File: config.mk
export PLATFORM = sky130hd
export DESIGN_NAME = html_entity_decoder_flat
export DESIGN_NICKNAME = d
export VERILOG_FILES = /design/src/hed_pkg.sv /design/src/hed_if.sv /design/src/html_entity_decoder.sv /design/src/hed_ram.sv /design/src/hed_ctrl.sv /design/src/hed_dp.sv /design/src/flat_wrapper.sv
export SDC_FILE = /design/constraint.sdc
export NUM_CORES = 1
export LEC_CHECK = 0
export BUFFER_PORTS_ARGS = -buffer_cell sky130_fd_sc_hd__buf_2
export CAP_MARGIN = 0
export CORE_MARGIN = 3
export CORE_UTILIZATION = 52
export CTS_CLUSTER_DIAMETER = 80
export DETAILED_ROUTE_END_ITERATION = 8
export PLACE_DENSITY = 0.68
export SYNTH_ARGS = -nofsm -noshare
export SYNTH_HDL_FRONTEND = slang
export SYNTH_HIERARCHICAL = 1
export SYNTH_SLANG_ARGS = --single-unit
File: constraint.sdc
create_clock -name i_clk -period 6.7 [get_ports i_clk]
set_input_delay 0.335 -clock i_clk [delete_from_list [all_inputs] [get_ports i_clk]]
set_output_delay 0.335 -clock i_clk [all_outputs]
set_load 0.01 [all_outputs]
File: src/hed_pkg.sv
// shared constants, types and name table of the html entity decoder
package hed_pkg;

    localparam int WINDOW   = 10;
    localparam int QW       = $clog2(WINDOW + 1);
    localparam int QD       = 1 << QW;
    localparam int NNAMES   = 12;
    localparam int NAME_MAX = 5;

    localparam logic [7:0] CH_AMP   = 8'h26;
    localparam logic [7:0] CH_SEMI  = 8'h3b;
    localparam logic [7:0] CH_HASH  = 8'h23;
    localparam logic [7:0] CH_PLUS  = 8'h2b;
    localparam logic [7:0] CH_MINUS = 8'h2d;
    localparam logic [7:0] CH_ZERO  = 8'h30;
    localparam logic [7:0] CH_XL    = 8'h78;
    localparam logic [7:0] CH_XU    = 8'h58;
    localparam logic [7:0] CH_SPACE = 8'h20;

    typedef enum logic [3:0] {
        OP_NONE,
        OP_LOAD,
        OP_PASS,
        OP_OPEN,
        OP_HOLD,
        OP_FAIL,
        OP_SCAN_START,
        OP_SCAN_STEP,
        OP_RESOLVE,
        OP_FLUSH
    } t_op;

    typedef struct packed {
        t_op  op;
        logic rd_scan;
    } t_cmd;

    typedef struct packed {
        logic q_empty;
        logic scan_done;
        logic open;
        logic text_end;
        logic emit_ok;
        logic c_amp;
        logic c_semi;
        logic hold_full;
    } t_stat;

    // names left aligned in 40 bits, lower case
    function automatic logic [39:0] name_str(input logic [3:0] i);
        logic [39:0] s;
        case (i)
            4'd0:    s = {"amp", 16'h0};
            4'd1:    s = {"lt", 24'h0};
            4'd2:    s = {"gt", 24'h0};
            4'd3:    s = {"quot", 8'h0};
            4'd4:    s = {"apos", 8'h0};
            4'd5:    s = {"nbsp", 8'h0};
            4'd6:    s = "mdash";
            4'd7:    s = "ndash";
            4'd8:    s = "rsquo";
            4'd9:    s = "lsquo";
            4'd10:   s = "ldquo";
            4'd11:   s = "rdquo";
            default: s = '0;
        endcase
        return s;
    endfunction

    function automatic logic [2:0] name_len(input logic [3:0] i);
        logic [2:0] n;
        case (i)
            4'd0:                      n = 3'd3;
            4'd1, 4'd2:                n = 3'd2;
            4'd3, 4'd4, 4'd5:          n = 3'd4;
            4'd6, 4'd7, 4'd8, 4'd9,
            4'd10, 4'd11:              n = 3'd5;
            default:                   n = 3'd0;
        endcase
        return n;
    endfunction

    function automatic logic [7:0] name_val(input logic [3:0] i);
        logic [7:0] v;
        case (i)
            4'd0:              v = CH_AMP;
            4'd1:              v = 8'h3c;
            4'd2:              v = 8'h3e;
            4'd3, 4'd10, 4'd11: v = 8'h22;
            4'd4, 4'd8, 4'd9:  v = 8'h27;
            4'd5:              v = CH_SPACE;
            4'd6, 4'd7:        v = CH_MINUS;
            default:           v = CH_AMP;
        endcase
        return v;
    endfunction

endpackage

File: src/hed_if.sv
// valid/ready channels for text input beats and decoded output beats
interface hed_in_if;
    logic       valid;
    logic       ready;
    logic [7:0] text_byte;
    logic       text_end;

    modport source (output valid, output text_byte, output text_end, input ready);
    modport sink   (input valid, input text_byte, input text_end, output ready);
endinterface

interface hed_out_if;
    logic       valid;
    logic       ready;
    logic [7:0] out_byte;
    logic       run_last;
    logic       text_done;

    modport source (output valid, output out_byte, output run_last, output text_done,
                    input ready);
    modport sink   (input valid, input out_byte, input run_last, input text_done,
                    output ready);
endinterface

File: src/html_entity_decoder.sv
// top level of the streaming html character reference decoder
//
// i_text carries one text byte per beat plus text_end on the last byte of a
// text. o_dec carries decoded bytes; run_last marks the last beat caused by an
// input beat and text_done the last beat of a whole text.
// an input beat is taken only while the sequencer is idle; the byte goes into
// a small circular byte queue and is then processed by one ram read and one
// decision per queued byte. a closing semicolon adds a scan of the held bytes,
// again a read and a step per held byte, then a closing read and the verdict.
// a plain byte is taken, read, decided and flushed before the next input beat
// is accepted. a failed reference rewinds the queue to the held bytes and
// replays them; at the end of a text the replays can nest.
// the last decoded byte of a beat waits in a pending register until the beat
// is finished; the output of a plain byte becomes valid once the flush moves
// it from the pending register to the output register.
// reset (synchronous, active low) empties the queue, closes any open
// reference and drops pending and output beats.
// when the receiver stalls, the output register holds; the decoder keeps
// working until it needs to move another byte out, then waits.
module html_entity_decoder (
    input  logic      i_clk,
    input  logic      i_rst_n,
    hed_in_if.sink    i_text,
    hed_out_if.source o_dec
);
    import hed_pkg::*;

    t_cmd  cmd;
    t_stat stat;

    // sequencer: decides at most one queue operation per cycle
    hed_ctrl u_ctrl (
        .i_clk      (i_clk),
        .i_rst_n    (i_rst_n),
        .i_in_valid (i_text.valid),
        .o_in_ready (i_text.ready),
        .i_stat     (stat),
        .o_cmd      (cmd)
    );

    // queue, parser and output stage
    hed_dp u_dp (
        .i_clk       (i_clk),
        .i_rst_n     (i_rst_n),
        .i_cmd       (cmd),
        .o_stat      (stat),
        .i_text_byte (i_text.text_byte),
        .i_text_end  (i_text.text_end),
        .o_valid     (o_dec.valid),
        .i_ready     (o_dec.ready),
        .o_out_byte  (o_dec.out_byte),
        .o_run_last  (o_dec.run_last),
        .o_text_done (o_dec.text_done)
    );
endmodule

File: src/hed_ram.sv
// generic single write port ram with registered read
module hed_ram #(
    parameter int WIDTH = 8,
    parameter int DEPTH = 16
) (
    input  logic                     i_clk,
    input  logic                     i_we,
    input  logic [$clog2(DEPTH)-1:0] i_waddr,
    input  logic [WIDTH-1:0]         i_wdata,
    input  logic [$clog2(DEPTH)-1:0] i_raddr,
    output logic [WIDTH-1:0]         o_rdata
);
    logic [WIDTH-1:0] r_mem [DEPTH];
    logic [WIDTH-1:0] r_rdata;

    always_ff @(posedge i_clk) begin
        if (i_we) begin
            r_mem[i_waddr] <= i_wdata;
        end
        r_rdata <= r_mem[i_raddr];
    end

    assign o_rdata = r_rdata;
endmodule

File: src/hed_ctrl.sv
// sequencer of the html entity decoder
module hed_ctrl (
    input  logic          i_clk,
    input  logic          i_rst_n,
    input  logic          i_in_valid,
    output logic          o_in_ready,
    input  hed_pkg::t_stat i_stat,
    output hed_pkg::t_cmd  o_cmd
);
    import hed_pkg::*;

    typedef enum logic [2:0] {
        S_IDLE,
        S_RD,
        S_EX,
        S_SRD,
        S_SEX,
        S_RES
    } t_state;

    t_state r_state, n_state;
    t_cmd   cmd;

    always_comb begin
        cmd.op      = OP_NONE;
        cmd.rd_scan = 1'b0;
        n_state     = r_state;
        case (r_state)
            S_IDLE: begin
                if (i_in_valid) begin
                    cmd.op  = OP_LOAD;
                    n_state = S_RD;
                end
            end
            S_RD: begin
                if (!i_stat.q_empty) begin
                    n_state = S_EX;
                end else if (i_stat.open && i_stat.text_end) begin
                    if (i_stat.emit_ok) cmd.op = OP_FAIL;
                end else if (i_stat.emit_ok) begin
                    cmd.op  = OP_FLUSH;
                    n_state = S_IDLE;
                end
            end
            S_EX: begin
                if (!i_stat.open) begin
                    if (i_stat.c_amp) begin
                        cmd.op  = OP_OPEN;
                        n_state = S_RD;
                    end else if (i_stat.emit_ok) begin
                        cmd.op  = OP_PASS;
                        n_state = S_RD;
                    end
                end else if (i_stat.c_semi) begin
                    cmd.op  = OP_SCAN_START;
                    n_state = S_SRD;
                end else if (!i_stat.hold_full) begin
                    cmd.op  = OP_HOLD;
                    n_state = S_RD;
                end else if (i_stat.emit_ok) begin
                    cmd.op  = OP_FAIL;
                    n_state = S_RD;
                end
            end
            S_SRD: begin
                cmd.rd_scan = 1'b1;
                n_state     = i_stat.scan_done ? S_RES : S_SEX;
            end
            S_SEX: begin
                cmd.op  = OP_SCAN_STEP;
                n_state = S_SRD;
            end
            S_RES: begin
                if (i_stat.emit_ok) begin
                    cmd.op  = OP_RESOLVE;
                    n_state = S_RD;
                end
            end
            default: n_state = S_IDLE;
        endcase
    end

    always_ff @(posedge i_clk) begin
        if (!i_rst_n) begin
            r_state <= S_IDLE;
        end else begin
            r_state <= n_state;
        end
    end

    assign o_cmd      = cmd;
    assign o_in_ready = (r_state == S_IDLE);
endmodule

File: src/hed_dp.sv
// byte queue, reference parser and output stage of the html entity decoder
module hed_dp (
    input  logic           i_clk,
    input  logic           i_rst_n,
    input  hed_pkg::t_cmd  i_cmd,
    output hed_pkg::t_stat o_stat,
    input  logic [7:0]     i_text_byte,
    input  logic           i_text_end,
    output logic           o_valid,
    input  logic           i_ready,
    output logic [7:0]     o_out_byte,
    output logic           o_run_last,
    output logic           o_text_done
);
    import hed_pkg::*;

    typedef enum logic [2:0] {
        P_HASH,
        P_XCHK,
        P_WS,
        P_PRE,
        P_ZERO,
        P_XSEEN,
        P_DIG,
        P_STOP
    } t_phase;

    logic [QW-1:0] r_head, r_tail, r_base, r_scan;
    logic          r_open, r_end;
    logic          r_pv;
    logic [7:0]    r_pb;
    logic          r_ov, r_ol, r_od;
    logic [7:0]    r_ob;

    t_phase            r_ph, n_ph;
    logic              r_num, r_hex, r_neg, r_any;
    logic              n_num, n_hex, n_neg, n_any;
    logic [7:0]        r_v, n_v;
    logic [NNAMES-1:0] r_nm, n_nm;

    logic [7:0]    rdata;
    logic [QW-1:0] raddr, hcnt, sj;
    logic          o_free, emit_ok;
    logic          e_go;
    logic [7:0]    e_byte;
    logic          res_ok;
    logic [7:0]    res_val;

    hed_ram #(.WIDTH(8), .DEPTH(QD)) u_queue (
        .i_clk   (i_clk),
        .i_we    (i_cmd.op == OP_LOAD),
        .i_waddr (r_tail),
        .i_wdata (i_text_byte),
        .i_raddr (raddr),
        .o_rdata (rdata)
    );

    function automatic logic is_x(input logic [7:0] c);
        return (c == CH_XL) || (c == CH_XU);
    endfunction

    function automatic logic [4:0] dval(input logic [7:0] c, input logic hex);
        logic [4:0] d;
        d = '0;
        if (c >= 8'h30 && c <= 8'h39) d = {1'b1, 4'(c - 8'h30)};
        else if (hex && c >= 8'h61 && c <= 8'h66) d = {1'b1, 4'(c - 8'h57)};
        else if (hex && c >= 8'h41 && c <= 8'h46) d = {1'b1, 4'(c - 8'h37)};
        return d;
    endfunction

    assign raddr   = i_cmd.rd_scan ? r_scan : r_head;
    assign hcnt    = r_head - r_base;
    assign sj      = r_scan - r_base;
    assign o_free  = !r_ov || i_ready;
    assign emit_ok = !r_pv || o_free;

    always_comb begin
        o_stat.q_empty   = (r_head == r_tail);
        o_stat.scan_done = (r_scan == r_head);
        o_stat.open      = r_open;
        o_stat.text_end  = r_end;
        o_stat.emit_ok   = emit_ok;
        o_stat.c_amp     = (rdata == CH_AMP);
        o_stat.c_semi    = (rdata == CH_SEMI);
        o_stat.hold_full = (hcnt >= QW'(WINDOW - 1));
    end

    // one held byte per scan step
    always_comb begin
        t_phase      ph;
        logic        done;
        logic        ws;
        logic [4:0]  dv;
        logic [11:0] mul, sum;
        logic [7:0]  lc;
        logic [39:0] s;
        int          j;
        n_ph  = r_ph;
        n_num = r_num;
        n_hex = r_hex;
        n_neg = r_neg;
        n_any = r_any;
        n_v   = r_v;
        n_nm  = r_nm;
        ph    = r_ph;
        done  = 1'b0;
        ws    = (rdata == CH_SPACE) || (rdata >= 8'd9 && rdata <= 8'd13);
        dv    = dval(rdata, r_hex);
        mul   = r_hex ? {r_v, 4'b0} : ({1'b0, r_v, 3'b0} + {3'b0, r_v, 1'b0});
        sum   = mul + {8'b0, dv[3:0]};
        lc    = (rdata >= 8'h41 && rdata <= 8'h5a) ? rdata + 8'd32 : rdata;
        j     = int'(sj);

        for (int i = 0; i < NNAMES; i++) begin
            s = name_str(4'(i));
            if (sj >= QW'(name_len(4'(i))) || j >= NAME_MAX) begin
                n_nm[i] = 1'b0;
            end else if (s[39 - 8*j -: 8] != lc) begin
                n_nm[i] = 1'b0;
            end
        end

        if (ph == P_HASH) begin
            if (rdata == CH_HASH) begin
                n_num = 1'b1;
                n_ph  = P_XCHK;
            end else begin
                n_ph = P_STOP;
            end
        end else begin
            if (ph == P_XCHK) begin
                if (is_x(rdata)) begin
                    n_hex = 1'b1;
                    n_ph  = P_WS;
                    done  = 1'b1;
                end else begin
                    ph = P_WS;
                end
            end
            if (!done && ph == P_WS) begin
                if (ws) begin
                    n_ph = P_WS;
                    done = 1'b1;
                end else if (rdata == CH_PLUS || rdata == CH_MINUS) begin
                    n_neg = (rdata == CH_MINUS);
                    n_ph  = P_PRE;
                    done  = 1'b1;
                end else begin
                    ph = P_PRE;
                end
            end
            if (!done && ph == P_PRE) begin
                done = 1'b1;
                if (r_hex && rdata == CH_ZERO) begin
                    n_any = 1'b1;
                    n_v   = '0;
                    n_ph  = P_ZERO;
                end else if (dv[4]) begin
                    n_any = 1'b1;
                    n_v   = {4'b0, dv[3:0]};
                    n_ph  = P_DIG;
                end else begin
                    n_ph = P_STOP;
                end
            end
            if (!done && ph == P_ZERO) begin
                if (is_x(rdata)) begin
                    n_ph = P_XSEEN;
                    done = 1'b1;
                end else begin
                    ph = P_DIG;
                end
            end
            if (!done && ph == P_XSEEN) begin
                done = 1'b1;
                if (dv[4]) begin
                    n_v  = {4'b0, dv[3:0]};
                    n_ph = P_DIG;
                end else begin
                    n_ph = P_STOP;
                end
            end
            if (!done && ph == P_DIG) begin
                if (dv[4]) begin
                    // saturate at 128, anything above 127 fails
                    n_v = (sum > 12'd127) ? 8'd128 : sum[7:0];
                end else begin
                    n_ph = P_STOP;
                end
            end
        end
    end

    // verdict once the scan has covered all held bytes
    always_comb begin
        res_ok  = r_num && r_any && !r_neg && (r_v != 8'd0) && !r_v[7];
        res_val = r_v;
        for (int i = NNAMES - 1; i >= 0; i--) begin
            if (r_nm[i] && (hcnt == QW'(name_len(4'(i))))) begin
                res_ok  = 1'b1;
                res_val = name_val(4'(i));
            end
        end
    end

    always_comb begin
        e_go   = 1'b0;
        e_byte = CH_AMP;
        case (i_cmd.op)
            OP_PASS: begin
                e_go   = 1'b1;
                e_byte = rdata;
            end
            OP_FAIL:    e_go = 1'b1;
            OP_RESOLVE: begin
                e_go   = 1'b1;
                e_byte = res_ok ? res_val : CH_AMP;
            end
            default:    e_go = 1'b0;
        endcase
    end

    always_ff @(posedge i_clk) begin
        if (!i_rst_n) begin
            r_head <= '0;
            r_tail <= '0;
            r_base <= '0;
            r_scan <= '0;
            r_open <= 1'b0;
            r_end  <= 1'b0;
            r_pv   <= 1'b0;
            r_ov   <= 1'b0;
        end else begin
            // pending beat moves to the output register, or the output drains
            if (r_pv && (e_go || i_cmd.op == OP_FLUSH)) begin
                r_ov <= 1'b1;
            end else if (r_ov && i_ready) begin
                r_ov <= 1'b0;
            end
            case (i_cmd.op)
                OP_LOAD: begin
                    r_tail <= r_tail + 1'b1;
                    r_end  <= i_text_end;
                end
                OP_PASS, OP_HOLD: r_head <= r_head + 1'b1;
                OP_OPEN: begin
                    r_open <= 1'b1;
                    r_base <= r_head + 1'b1;
                    r_head <= r_head + 1'b1;
                end
                OP_FAIL: begin
                    r_open <= 1'b0;
                    r_head <= r_base;
                end
                OP_SCAN_START: r_scan <= r_base;
                OP_SCAN_STEP:  r_scan <= r_scan + 1'b1;
                OP_RESOLVE: begin
                    r_open <= 1'b0;
                    r_head <= res_ok ? r_head + 1'b1 : r_base;
                end
                OP_FLUSH: r_pv <= 1'b0;
                default: r_open <= r_open;
            endcase
            if (e_go) r_pv <= 1'b1;
        end
    end

    // payload registers
    always_ff @(posedge i_clk) begin
        if (i_cmd.op == OP_FLUSH && r_pv) begin
            r_ob <= r_pb;
            r_ol <= 1'b1;
            r_od <= r_end;
        end else if (e_go && r_pv) begin
            r_ob <= r_pb;
            r_ol <= 1'b0;
            r_od <= 1'b0;
        end
        if (e_go) r_pb <= e_byte;
        if (i_cmd.op == OP_SCAN_START) begin
            r_ph  <= P_HASH;
            r_num <= 1'b0;
            r_hex <= 1'b0;
            r_neg <= 1'b0;
            r_any <= 1'b0;
            r_v   <= '0;
            r_nm  <= '1;
        end else if (i_cmd.op == OP_SCAN_STEP) begin
            r_ph  <= n_ph;
            r_num <= n_num;
            r_hex <= n_hex;
            r_neg <= n_neg;
            r_any <= n_any;
            r_v   <= n_v;
            r_nm  <= n_nm;
        end
    end

    assign o_valid     = r_ov;
    assign o_out_byte  = r_ob;
    assign o_run_last  = r_ol;
    assign o_text_done = r_od;

    a_hold_bound: assert property (@(posedge i_clk) disable iff (!i_rst_n)
        r_open |-> (hcnt <= QW'(WINDOW - 1)))
        else $error("hold exceeds window");

    a_queue_bound: assert property (@(posedge i_clk) disable iff (!i_rst_n)
        (QW'(r_tail - r_head) <= QW'(WINDOW)))
        else $error("queue overrun");

    a_flush_clears: assert property (@(posedge i_clk) disable iff (!i_rst_n)
        (i_cmd.op == OP_FLUSH) |=> !r_pv)
        else $error("pending beat left after flush");

    a_no_overwrite: assert property (@(posedge i_clk) disable iff (!i_rst_n)
        (r_ov && !i_ready && r_pv) |-> !(i_cmd.op == OP_PASS || i_cmd.op == OP_FAIL ||
                                         i_cmd.op == OP_RESOLVE || i_cmd.op == OP_FLUSH))
        else $error("stalled output beat overwritten");
endmodule
File: src/flat_wrapper.sv
// flat-port wrapper written by rule: the top's interface ports become plain ports
module html_entity_decoder_flat import hed_pkg::*;
  (i_clk, i_rst_n, i_text_valid, i_text_text_byte, i_text_text_end, i_text_ready, o_dec_valid, o_dec_out_byte, o_dec_run_last, o_dec_text_done, o_dec_ready);
  hed_in_if i_text_i ();
  hed_out_if o_dec_i ();
  input  logic i_clk;
  input  logic i_rst_n;
  input wire logic [$bits(i_text_i.valid)-1:0] i_text_valid;
  input wire logic [$bits(i_text_i.text_byte)-1:0] i_text_text_byte;
  input wire logic [$bits(i_text_i.text_end)-1:0] i_text_text_end;
  output wire logic [$bits(i_text_i.ready)-1:0] i_text_ready;
  output wire logic [$bits(o_dec_i.valid)-1:0] o_dec_valid;
  output wire logic [$bits(o_dec_i.out_byte)-1:0] o_dec_out_byte;
  output wire logic [$bits(o_dec_i.run_last)-1:0] o_dec_run_last;
  output wire logic [$bits(o_dec_i.text_done)-1:0] o_dec_text_done;
  input wire logic [$bits(o_dec_i.ready)-1:0] o_dec_ready;
  assign i_text_i.valid = i_text_valid;
  assign i_text_i.text_byte = i_text_text_byte;
  assign i_text_i.text_end = i_text_text_end;
  assign i_text_ready = i_text_i.ready;
  assign o_dec_valid = o_dec_i.valid;
  assign o_dec_out_byte = o_dec_i.out_byte;
  assign o_dec_run_last = o_dec_i.run_last;
  assign o_dec_text_done = o_dec_i.text_done;
  assign o_dec_i.ready = o_dec_ready;
  html_entity_decoder u_core (.i_clk(i_clk), .i_rst_n(i_rst_n), .i_text(i_text_i), .o_dec(o_dec_i));
endmodule
==> results of run 1 <==
## final cells by class
cell class | instances | area [um^2]
fillers | 1680 | 8590
inverters | 28 | 105
flip-flops and latches | 204 | 5540
clock buffers | 29 | 587
repair buffers | 34 | 195
clock inverters | 10 | 76.3
multi-input cells | 703 | 5190
well taps | 270 | 338
## state kept, by name (all words and copies together) (netlist names)
name	count
u_core/u_dp/r_end	1
u_core/u_dp/r_neg	1
u_core/u_dp/r_hex	1
u_core/u_dp/r_nm	12
u_core/u_dp/r_base	4
u_core/u_dp/o_text_done	1
u_core/u_dp/r_open	1
u_core/u_dp/o_out_byte	8
u_core/u_dp/r_head	4
u_core/u_dp/r_pb	8
u_core/u_dp/r_any	1
u_core/u_dp/r_num	1
u_core/u_dp/u_queue/r_mem	128
u_core/u_dp/u_queue/o_rdata	8
u_core/u_dp/o_valid	1
u_core/u_dp/r_v	8
u_core/u_dp/o_run_last	1
u_core/u_dp/r_pv	1
u_core/u_dp/r_scan	4
u_core/u_dp/r_tail	4
u_core/u_dp/r_ph	3
u_core/u_ctrl/r_state	3
## per-stage QoR
stage               total power, uW  cell area, um^2  instances  util, %  hold WS (ps)
floorplan                      3090            11100        989        -           400
global placement               3500            11400       1239     55.1           402
detailed placement             3510            11400       1239     55.1           406
CTS                            4630            12000       1278     58.3          90.7
global route                   4910            12000       1278     58.3          97.7
finish                         4620            12000       1278     58.3           101
## power breakdown
group / total [uW] / switching (uW) / leakage [uW] / internal, uW
Clock: 1100 / 481 / 0.000319 / 622
Sequential: 1690 / 191 / 0.00179 / 1500
Combinational: 1830 / 1070 / 0.00210 / 756
Total: 4620 / 1740 / 0.00420 / 2870
## tightest hold or removal path, stage by stage
cell,delay [ps]
buf_2,90
mux2i_1,60
nor2_1,80
## per-layer routing
metal  part of all wire, %  vias to the layer above
li1                      -                     3799
met4                   2.8                        0
met1                    44                     3830
met5                     0                        -
met2                    48                      226
met3                   5.1                       41
## final timing paths
| kind | from | endpoint | depth (start not counted) |
|---|---|---|---|
| worst max register to register | u_core/u_dp/r_head[1]$_SDFFE_PN0P_ | u_core/u_dp/r_v[2]$_SDFFE_PP0P_ | 17 |
| worst min-delay path | i_text_text_end | u_core/u_dp/r_end$_SDFFE_PN0P_ | 3 |
| worst min register to register | u_core/u_dp/r_pb[6]$_DFFE_PN_ | u_core/u_dp/o_out_byte[6]$_DFFE_PP_ | 0 |
| worst max-delay path | u_core/u_dp/r_head[1]$_SDFFE_PN0P_ | u_core/u_dp/r_v[2]$_SDFFE_PP0P_ | 17 |
## cells by family after synthesis
family | Yosys count
xor+xnor | 49
buf+inv | 82
flops | 204
simple gates | 342
compound gates | 228
fa+ha+maj | 33
mux | 51
## cell usage in the layout, fill, tap and decap left out, drive strengths merged, types with 9 or more instances in the layout
cell	n
xor2	17
clkinv	12
nand3	28
o31ai	11
mux2i	15
mux4	32
nand2b	17
inv	25
nor2b	13
xnor2	32
nand4	14
dfxtp	59
nand2	69
nor4	9
edfxtp	145
and3	9
ha	29
a22oi	24
nor3	35
clkbuf	29
o21ai	52
buf	34
a31oi	12
nor2	93
a21oi	48
==> metrics.txt, run 1 <==
synth unique cells between 90 and 100; Critical Path AT around 5600 ps; worst path bufs/invs 0; Max-slew headroom around 46%; Seq cells post-synth ~200; slew at the pin closest to its max-slew limit 810 ps; maximum vdd drop about 0.25 mV; Gates resized, CTS repair 0; Starting DRT DRC Count ~860; routing usage on met3 under 10%; initial antenna violation count 0; Avg WL per Cell between 15 and 20 um; cell accounting for the most synthesized area edfxtp_1; Die W ~150 um; Root Buffer clkbuf_16; top cells by area, synth edfxtp_1 (39%), dfxtp_1 (11%), mux4_2 (3.6%); mux cell area share after synthesis about 8.7%; WL final around 25 mm; Layout area overhead 8.20%; fmax 191 MHz; Post-DP HPWL around 18 mm; slowest stage delay, CP slightly above 600 ps; met1 usage between 20 and 30%; EDFF count, synth around 150; Top FF cell, synth edfxtp_1; vias per cell slightly above 6; CP max FO 18; Most Used Layer, Global Route met2; Via Count ~8000; Worst-Skew Late Latency roughly 520 ps; Seq/Total Area, Yosys about half; Post-CTS Repair Setup Buffers 0; Initial Utilization between 50% and 60%; H-tree depth 1; Fin. Hold Viols 0; fraction of layout instances using a drive strength above 1 11.3%; clk sinks a little over 200; Worst EP required ~7100 ps; min Tclk post-route approximately 5200 ps; setup_tns 0 ps; max-slew violations 0; num rows 52; Routed Antenna Nets 0; Leakage Power around 0.0042 uW; CP Class flop to flop; die height approximately 150 um; die area between 20000 and 25000 um^2; R2R Setup Slk 1450 ps; syn_area_per_cell ~11 um^2; RD Place Congestion 0.890; Post-Synth XOR/XNOR Area 3.93%; power density cells about 380 nW/um^2; largest family of logic cells by synthesized area simple AND/OR/NAND/NOR gates; Syn Nets around 1000; Hold WC Path Type primary input to flop; Final WS setup about 1500 ps; TritonRoute pass-1 iters 5; core outline area roughly 21000 um^2; share of the synthesized area in the top cell type 39.2%; period utilization between 70% and 80%; DRC viols 0; mapped cell area approximately 11000 um^2; area share of fa/ha/maj cells after synthesis approximately 4%; Synth Area in Compound Gates between 10% and 20%; RSZ-0062 raised after global routing false; Worst Setup End Kind flop; Max Root-Sink Buffers 3; CP delay by family, top simple AND/OR/NAND/NOR gates; first-pass GRT wire length slightly above 40 mm; share of synthesized registers carrying an async set or reset 0%; CTS clk-pin slew, worst paths roughly 60 ps; Gate Count Post-Synth between 900 and 1000; crit-path cells ha_1 -> nor2b_1 -> o21a_1 -> o21ai_0 -> and2_0 -> a31oi_1 -> nor3b_1 -> o31a_1 -> o22ai_1 -> and3b_1 -> nand2_1 -> nor2_1 -> nand2b_1 -> nor2_1 -> a22oi_1 -> o21ai_0 -> a21oi_1; Num CTS Buffers 22; number of antenna repair diodes 0; vias in the first global route ~7700; count leader, synth edfxtp_1; Max stage delay cell, worst path and3b_1; GR Layer Usage met2 roughly 36%; # IOs 25; gr usage total 21.4%; post-synthesis simple-gate area fraction 15.9%; Port Buf Inserts 24; largest net degree at the start of global routing 33; hold buffers post-CTS 0; total grt overflow 0; crit path launch type flop; synth warn 6; # setup viols final 0; status completed; TritonCTS clock tree done; Max-Cap Viols 0; nets slightly above 1000; worst clock skew 21.3 ps; synth cell count leaders edfxtp_1 (145), nor2_1 (93), nand2_1 (69); worst slack at placement 1600 ps
(Power assumes the default switching activity.)
==> run 2: changes to the inputs <==
- PLACE_DENSITY: 0.68 -> 0.71
- clock period: 6.7 -> 4.42 ns (I/O delays scaled with it)
==> run 2 against run 1 <==
Compared with the run above: critical path depth shrank 2; clock skew grew 3.0 ps; final area grew 2.3%; register-to-register slack lost 1100 ps; clock power grew 50%; die area is the same; wire length grew 2.3%; critical path type unchanged; critical endpoint is now u_core/u_dp/u_queue/r_mem[0][3]$_DFFE_PP_.
==> metrics.txt, run 2 (synthesized netlist as in run 1, its figures left out) <==
status completed (unchanged); Starting DRT DRC Count 787 (was 863); Routed met2 length 12.1 mm (was 12.0 mm); die height 152 um (unchanged); DRC viols 0 (unchanged); Avg WL per Cell 19.5 um (was 19.6 um); Setup crit start u_core/u_dp/r_base[1]$_SDFFE_PN0P_ (was u_core/u_dp/r_head[1]$_SDFFE_PN0P_); CP Class flop to flop (unchanged); Worst EP required 4650 ps (was 7090 ps); Port Buf Inserts 24 (unchanged); crit-path cells inv_1 -> ha_1 -> nor2b_1 -> o21a_1 -> or3_1 -> and2_0 -> a31oi_1 -> nor3b_1 -> o31a_1 -> o22ai_1 -> buf_4 -> nor4_4 -> or3b_2 -> nor3_2 -> buf_4 (was ha_1 -> nor2b_1 -> o21a_1 -> o21ai_0 -> and2_0 -> a31oi_1 -> nor3b_1 -> o31a_1 -> o22ai_1 -> and3b_1 -> nand2_1 -> nor2_1 -> nand2b_1 -> nor2_1 -> a22oi_1 -> o21ai_0 -> a21oi_1); Leakage Power 0.00438 uW (was 0.00420 uW); Max Root-Sink Buffers 3 (unchanged); Worst Setup End Kind flop (unchanged); worst slack at placement 400 ps (was 1600 ps); RSZ-0062 raised after global routing false (unchanged); power density cells 581 nW/um^2 (was 384 nW/um^2); Layout area overhead 10.7% (was 8.20%); min Tclk post-route 4070 ps (was 5250 ps); most common cell after layout, fill and taps aside edfxtp_1 (unchanged); Max-Cap Viols 0 (unchanged); Fin. Hold Viols 0 (unchanged); TritonCTS clock tree done (unchanged); Gates resized, CTS repair 0 (unchanged); crit path launch type flop (unchanged); worst clock skew 24.3 ps (was 21.3 ps); max layer used met4 (unchanged); vias per cell 6.14 (was 6.18); initial antenna violation count 0 (unchanged); Initial Utilization 53.9% (unchanged); R2R Setup Slk 350 ps (was 1450 ps); Top cell by count, worst path buf_4; Post-DP HPWL 18.1 mm (was 17.5 mm); met1 WL 11.1 mm (was 11.0 mm); Post-CTS Repair Setup Buffers 0 (unchanged); setup_tns 0 ps (unchanged); first-pass GRT wire length 42.4 mm (was 41.2 mm); slew at the pin closest to its max-slew limit 906 ps (was 810 ps); Num CTS Buffers 22 (unchanged); vias in the first global route 7848 (was 7733); Top Registers u_core/u_dp/u_queue/r_mem x128, u_core/u_dp/r_nm x12 (unchanged); clk sinks 204 (unchanged); reg-to-reg startpoint u_core/u_dp/r_base[1]$_SDFFE_PN0P_ (was u_core/u_dp/r_head[1]$_SDFFE_PN0P_); Max-slew headroom 39.0% (was 45.9%); slowest stage delay, CP 540 ps (was 610 ps); Setup crit end u_core/u_dp/u_queue/r_mem[0][3]$_DFFE_PP_ (was u_core/u_dp/r_v[2]$_SDFFE_PP0P_); WL final 25.6 mm (was 25.0 mm); Hold WC Path Type primary input to flop (unchanged); fraction of layout instances using a drive strength above 1 14.5% (was 11.3%); number of antenna repair diodes 0 (unchanged); Non-Filler Instances 1314 (was 1278); max FFs per register 128 (unchanged); Via Count 8072 (was 7896); reg2reg end u_core/u_dp/u_queue/r_mem[0][3]$_DFFE_PP_ (was u_core/u_dp/r_v[2]$_SDFFE_PP0P_); Root Buffer clkbuf_16 (unchanged); gr usage total 22.1% (was 21.4%); die area 23200 um^2 (unchanged); Biggest register u_core/u_dp/u_queue/r_mem (unchanged); # setup viols final 0 (unchanged); TritonRoute pass-1 iters 5 (unchanged); nets 1075 (was 1039); CP max FO 8 (was 18); maximum vdd drop 0.539 mV (was 0.255 mV); Placed Cells 1275 (was 1239); max-slew violations 0 (unchanged); worst path bufs/invs 3 (was 0); met3 routed WL 1.35 mm (was 1.27 mm); Die W 152 um (unchanged); cells on worst reg2reg path 15 (was 17); CTS clk-pin slew, worst paths 60 ps (about the same); CP delay by family, top simple AND/OR/NAND/NOR gates (unchanged); hold buffers post-CTS 0 (unchanged); H-tree depth 1 (unchanged); Routed Antenna Nets 0 (unchanged); Max stage delay cell, worst path or3b_2 (was and3b_1); Critical Path AT 4300 ps (was 5640 ps); total grt overflow 0 (unchanged); RD Place Congestion 0.928 (was 0.890); Worst-Skew Late Latency 520 ps (about the same); period utilization 92.2% (was 78.3%); largest net degree at the start of global routing 33 (unchanged); fmax 245 MHz (was 191 MHz); core outline area 20600 um^2 (unchanged); Final WS setup 346 ps (was 1450 ps); # IOs 25 (unchanged); commonest cells after routing, fill and taps aside edfxtp_1 (145), nor2_1 (93), nand2_1 (69) (unchanged); num rows 52 (unchanged); Stages on worst setup path 15 (was 17); Layout fillers 1667 (was 1680)
## run 2: how the worst min path moves through the flow
stage	cells past startpoint	from	endpoint	slack [ps]
5_1_grt	2	i_rst_n	u_core/u_dp/r_head[1]$_SDFFE_PN0P_	60
2_1_floorplan	0	i_text_text_byte[0]	u_core/u_dp/u_queue/r_mem[0][0]$_DFFE_PP_	320
3_3_place_gp	0	u_core/u_dp/r_pb[5]$_DFFE_PN_	u_core/u_dp/o_out_byte[5]$_DFFE_PP_	400
3_5_place_dp	0	u_core/u_dp/r_pb[4]$_DFFE_PN_	u_core/u_dp/o_out_byte[4]$_DFFE_PP_	410
6_report	4	o_dec_ready	u_core/u_dp/o_valid$_SDFFE_PN0P_	40
4_1_cts	4	o_dec_ready	u_core/u_dp/o_valid$_SDFFE_PN0P_	30
## run 2: cell type report
type                       instances  area, um^2  area share [%]
timing repair buffer              70         465            3.78
sequential                       204        5540            45.0
clock inverter                    10        76.3           0.620
tap                              270         338            2.75
inverter                          28         105           0.854
multi-input combinational        703        5210            42.3
clock buffer                      29         577            4.69
## run 2: per-layer routing
metal,up-vias,global-route usage [%]
li1,3872,-
met3,48,3.04
met2,253,36.3
met5,-,0
met1,3899,30.4
met4,0,7.66
## run 2: stage by stage
step	area [um^2]	hold WS [ps]	util [%]	total power (uW)
floorplan	11100	320	-	4700
global placement	11700	400	56.5	5440
finish	12300	42.7	59.7	7150
global route	12300	57.5	59.7	7590
CTS	12300	31.9	59.7	7150
detailed placement	11700	406	56.5	5470
## run 2: worst reg2reg max path: stages (launching register included)
cell and delay, ps:
dfxtp_1 360, inv_1 70, ha_1 260, nor2b_1 130, o21a_1 170, or3_1 410, and2_0 200, a31oi_1 270
nor3b_1 250, o31a_1 160, o22ai_1 140, buf_4 200, nor4_4 310, or3b_2 540, nor3_2 120, buf_4 200
## run 2: where the power goes
part / total (uW) / leakage (uW) / internal, uW / switching (uW)
Sequential: 2440 / 0.00179 / 2270 / 170
Combinational: 3070 / 0.00228 / 1250 / 1820
Clock: 1650 / 0.000311 / 926 / 722
